File: src/design/framed_packet_receiver_queue_core_defines.svh
// Assertion helpers for the framed packet receiver queue.
`ifndef FRAMED_PACKET_RECEIVER_QUEUE_CORE_DEFINES_SVH
`define FRAMED_PACKET_RECEIVER_QUEUE_CORE_DEFINES_SVH

`ifndef SYNTHESIS
`define FPRQ_ASSERT(lbl, clk, rstn, prop, msg) \
    lbl: assert property (@(posedge clk) disable iff (!rstn) (prop)) else $error(msg);
`define FPRQ_ASSERT_IMPL(lbl, clk, rstn, pre, post, msg) \
    lbl: assert property (@(posedge clk) disable iff (!rstn) (pre) |-> (post)) else $error(msg);
`else
`define FPRQ_ASSERT(lbl, clk, rstn, prop, msg)
`define FPRQ_ASSERT_IMPL(lbl, clk, rstn, pre, post, msg)
`endif

`endif

File: src/design/fprq_pkg.sv
package fprq_pkg;

    // default sizing
    localparam int QUEUE_SLOTS_DEF = 8;
    localparam int MAX_LENGTH_DEF  = 128;

    // front queue
    localparam int FQ_DEPTH = 2;
    localparam int FQ_PW    = $clog2(FQ_DEPTH);
    localparam int FQ_CW    = $clog2(FQ_DEPTH + 1);

    // configuration
    localparam int CFG_IDX_W = 8;
    localparam logic [CFG_IDX_W-1:0] CFG_HEADER  = 8'd0;
    localparam logic [CFG_IDX_W-1:0] CFG_TRAILER = 8'd1;
    localparam logic [7:0] HEADER_RESET  = 8'd204;
    localparam logic [7:0] TRAILER_RESET = 8'd185;

    // command codes on the input field
    localparam logic [1:0] CMD_RX   = 2'd0;
    localparam logic [1:0] CMD_READ = 2'd1;
    localparam logic [1:0] CMD_POP  = 2'd2;
    localparam logic [1:0] CMD_NOP  = 2'd3;

    typedef enum logic [1:0] {
        OP_RX,
        OP_READ,
        OP_POP,
        OP_NOP
    } t_op;

    typedef enum logic [2:0] {
        PH_IDLE,
        PH_LEN,
        PH_ID,
        PH_PAYLOAD,
        PH_TAIL,
        PH_CKSUM
    } t_phase;

    typedef enum logic [2:0] {
        ST_NONE      = 3'd0,
        ST_ACCEPT    = 3'd1,
        ST_DROP      = 3'd2,
        ST_BAD_LEN   = 3'd3,
        ST_BAD_TAIL  = 3'd4,
        ST_BAD_CKSUM = 3'd5,
        ST_EMPTY     = 3'd6
    } t_status;

    typedef struct packed {
        logic [1:0] cmd;
        logic [7:0] rx_byte;
        logic [6:0] read_index;
    } t_fprq_in;

    typedef struct packed {
        logic [2:0] status;
        logic [7:0] read_data;
        logic [7:0] head_id;
        logic [7:0] head_length;
        logic [2:0] queue_count;
        logic       queue_full;
    } t_fprq_out;

    // classified work item, front to back
    typedef struct packed {
        t_op        op;
        logic [7:0] rx_byte;
        logic [6:0] read_index;
    } t_fprq_op;

endpackage

File: src/design/fprq_front.sv
module fprq_front (
    input  logic                i_clk,
    input  logic                i_rst_n,
    input  logic                i_in_valid,
    output logic                o_in_ready,
    input  fprq_pkg::t_fprq_in  i_in,
    output logic                o_op_valid,
    input  logic                i_op_ready,
    output fprq_pkg::t_fprq_op  o_op
);
    import fprq_pkg::*;

    t_fprq_op             r_q [FQ_DEPTH];
    logic [FQ_PW-1:0]     r_wr;
    logic [FQ_PW-1:0]     r_rd;
    logic [FQ_CW-1:0]     r_cnt;
    t_fprq_op             w_entry;
    logic                 w_push;
    logic                 w_pop;

    // decode command into an operation
    always_comb begin
        w_entry.rx_byte    = i_in.rx_byte;
        w_entry.read_index = i_in.read_index;
        unique case (i_in.cmd)
            CMD_RX:   w_entry.op = OP_RX;
            CMD_READ: w_entry.op = OP_READ;
            CMD_POP:  w_entry.op = OP_POP;
            CMD_NOP:  w_entry.op = OP_NOP;
        endcase
    end

    assign o_in_ready = (r_cnt != FQ_CW'(FQ_DEPTH));
    assign o_op_valid = (r_cnt != '0);
    assign o_op       = r_q[r_rd];
    assign w_push     = i_in_valid && o_in_ready;
    assign w_pop      = i_op_ready && o_op_valid;

    always_ff @(posedge i_clk) begin
        if (!i_rst_n) begin
            r_wr  <= '0;
            r_rd  <= '0;
            r_cnt <= '0;
        end else begin
            if (w_push) begin
                r_wr <= r_wr + 1'b1;
            end
            if (w_pop) begin
                r_rd <= r_rd + 1'b1;
            end
            unique case ({w_push, w_pop})
                2'b10:   r_cnt <= r_cnt + 1'b1;
                2'b01:   r_cnt <= r_cnt - 1'b1;
                default: r_cnt <= r_cnt;
            endcase
        end
    end

    always_ff @(posedge i_clk) begin
        if (w_push) begin
            r_q[r_wr] <= w_entry;
        end
    end

endmodule

File: config.mk
export PLATFORM = sky130hd
export DESIGN_NAME = fprq_front
export DESIGN_NICKNAME = d
export VERILOG_FILES = /design/src/design/framed_packet_receiver_queue_core_defines.svh /design/src/design/fprq_pkg.sv /design/src/design/fprq_front.sv
export SDC_FILE = /design/constraint.sdc
export NUM_CORES = 1
export LEC_CHECK = 0
export BUFFER_PORTS_ARGS = -buffer_cell sky130_fd_sc_hd__buf_2
export CORE_MARGIN = 4
export CORE_UTILIZATION = 54
export DETAILED_ROUTE_END_ITERATION = 10
export PLACE_DENSITY = 0.82
export REMOVE_ABC_BUFFERS = 1
export SETUP_SLACK_MARGIN = 0.5
export SYNTH_ARGS = -nofsm -noshare
export SYNTH_HDL_FRONTEND = slang
export SYNTH_SLANG_ARGS = --single-unit
File: constraint.sdc
create_clock -name i_clk -period 3.5 [get_ports i_clk]
set_input_delay 0.175 -clock i_clk [delete_from_list [all_inputs] [get_ports i_clk]]
set_output_delay 0.175 -clock i_clk [all_outputs]
set_load 0.1 [all_outputs]
==> impl_metrics.csv <==
group,metric,value,unit
layout,syn2layout_area_growth,18.0,%
timing,worst_clock_skew,0.00466,ns
placed_design,placed_area,1680,um^2
cts,post_cts_buffers,0,
timing,setup_violations,0,
yosys,ys.flop_type,"edfxtp_1",
timing,worst_pin_slew,0.752,ns
timing,finalSetupTns,0,ns
yosys,synth-seq-cells,39,
yosys,async_reset_ff_share,0,%
yosys,syn_area,1470,um^2
cts,cts_max_level,2,
cts,clockRootBuffer,"clkbuf_4",
yosys,yosysTopAreaCellShare,69.7,%
yosys,synth_cell_types,21,
cts,cts_buffers,5,
layout,drive_above_1_share,51.6,%
yosys,syn_avg_cell_area,18.5,um^2
die,num_rows,18,
cts,cts_tree,"yes",
critical_path,worstPathRequired,3.32,ns
worst_hold_path,holdCritPathClass,"input port to flop",
timing,min_period,2.01,ns
layout,design_area,1730,um^2
layout,antenna_cells,0,
cts,cts.clk_slew.worst_paths,0.10,ns
global_routing,grt-ovfl-total,0,
critical_path,cp-end-kind,"output pin",
timing,grt_setup_unrepaired,"no",
critical_path,worst_ep_arrival_time,1.84,ns
yosys,netlist_top_cells_count,"edfxtp_1, mux2_2, dfxtp_1",
cts,clock_sinks,39,
die,io_pins,40,
global_routing,antenna_found_initial,0,
critical_path,reg2reg_depth,2,
timing,final_hold_viol_count,0,
global_routing,grt_pass1_wl,3.61,mm
yosys,ys_warn_count,0,
route,drcViolationCount,0,
die,initial_core_util,58.1,%
cts,insertion_delay,0.33,ns
layout,nNetsFinal,143,
route,drt_iter0_markers,6,
timing,maxSlewHeadroom,49.8,%
yosys,synth_edf_count,34,
yosys,yosysMostFrequentCell,"edfxtp_1",
critical_path,worstPathMaxFanout,17,
critical_path,cp-start-kind,"flop",
timing,final-max-slew-violation-count,0,
die,die_y,60.1,um
critical_path,endpoint,"o_op[6]",
die,die_w,60.1,um
yosys,yosysTopAreaCell,"edfxtp_1",
placed_design,port_buffers,39,
yosys,syn_inst,79,
critical_path,rr_endpoint,"r_q[1][8]$_DFFE_PP_",
placed_design,place_congestion,0.664,
route,viasPerCell,5.09,
critical_path,crit_type,"flop to output pin",
route,wirelength,2.33,mm
placed_design,dp_hpwl,1.71,mm
die,core_area,2520,um^2
route,first_pass_iters,4,
yosys,ys_seq_area_share,76.5,%
cts,post_cts_resized,0,
route,antenna_left,0,
cts,postCtsHoldBufs,0,
run,drv_cap,0,
global_routing,first_global_vias,792,
global_routing,grt_max_degree,18,
global_routing,grt.total_usage,14.7,%
route,via_count,773,
cts,clock_path_buffers,2,
timing,fmax,0.497,GHz
critical_path,regToRegSetupSlack,1.84,ns
route,avgRoutedWirePerCell,15.3,um
status,status,"completed",
timing,fin_crit_sh,57.5,%
yosys,synth_area_leaders,"edfxtp_1, mux2_2, dfxtp_1",
worst_hold_path,worstHoldStart,"i_in[0]",
die,die-area,3610,um^2
critical_path,worstReg2RegStart,"r_cnt[0]$_SDFFE_PN0P_",
-- cells in the final DEF, fill, tap and decap left out --
cell / Yosys / routed
nand2b_1: 1 / 1
dfxtp_1: 5 / 5
clkbuf_1: 2 / 3
clkbuf_4: 0 / 5
nand2_1: 1 / 1
or2_2: 1 / 1
nor2b_1: 2 / 2
a21boi_0: 1 / 1
xnor2_1: 3 / 3
buf_2: 2 / 39
o21ai_0: 1 / 1
edfxtp_1: 34 / 34
nand3b_1: 1 / 1
a21bo_2: 1 / 1
and2_1: 1 / 1
ha_1: 1 / 1
mux2_2: 17 / 17
or3_1: 1 / 1
o21a_1: 1 / 1
and3_1: 1 / 1
a21boi_1: 1 / 1
inv_1: 1 / 1
-- final cells by class --
type | instances | area (um^2)
timing repair buffer | 39 | 195
inverter | 1 | 3.75
fill | 171 | 793
tap | 30 | 37.5
multi-input combinational | 35 | 323
sequential | 39 | 1120
clock buffer | 8 | 48.8
-- cells by family (layout without fill, tap and decap cells) --
family | Yosys count | after routing | synth area share, %
flops | 39 | 39 | 76.5
xor+xnor | 3 | 3 | 1.79
buf+inv | 5 | 48 | 1.45
compound gates | 5 | 5 | 2.56
mux | 17 | 17 | 13.1
simple gates | 9 | 9 | 3.76
fa+ha+maj | 1 | 1 | 0.854
-- stage by stage --
stage	hold WS [ns]	setup WS [ns]	util, %	std cells
5_1_grt	0.00161	1.35	68.6	152
4_1_cts	0.0159	1.43	68.6	152
6_report	0.0327	1.49	68.6	152
3_5_place_dp	0.373	1.82	66.6	144
2_1_floorplan	0.274	1.25	-	75
3_3_place_gp	0.365	1.83	66.6	144
-- metal layers --
layer / share of wire [%] / wire (um) / vias to the layer above / GRT usage [%]
li1: - / - / 378 / -
met1: 39 / 910 / 363 / 16.5
met2: 51 / 1190 / 27 / 24.4
met3: 8.0 / 185 / 5 / 5.83
met4: 1.8 / 43 / 0 / 6.65
met5: 0 / 0 / - / 0
-- worst max-delay path, stage by stage, from the launching register on --
cell and delay [ns]:
dfxtp_1 0.80, mux2_2 0.29, buf_2 0.42
-- flip-flops by register name, summed over array words and instances (netlist names), named ones only --
| signal | count |
|---|---|
| r_wr | 1 |
| r_cnt | 2 |
| r_rd | 1 |
| r_q | 34 |
-- worst min-delay path by stage --
| stage | endpoint | cells after the start | slack (ns) |
|---|---|---|---|
| 2_1_floorplan | r_q[0][0]$_DFFE_PP_ | 0 | 0.27 |
| 3_3_place_gp | r_q[0][9]$_DFFE_PP_ | 1 | 0.36 |
| 3_5_place_dp | r_q[0][0]$_DFFE_PP_ | 1 | 0.37 |
| 4_1_cts | r_q[1][4]$_DFFE_PP_ | 1 | 0.02 |
| 5_1_grt | r_q[0][4]$_DFFE_PP_ | 1 | 0.002 |
| 6_report | r_q[0][0]$_DFFE_PP_ | 1 | 0.03 |
Power is not shown: default switching activity piles up to over one toggle a cycle in this logic, so the estimate is an artifact.
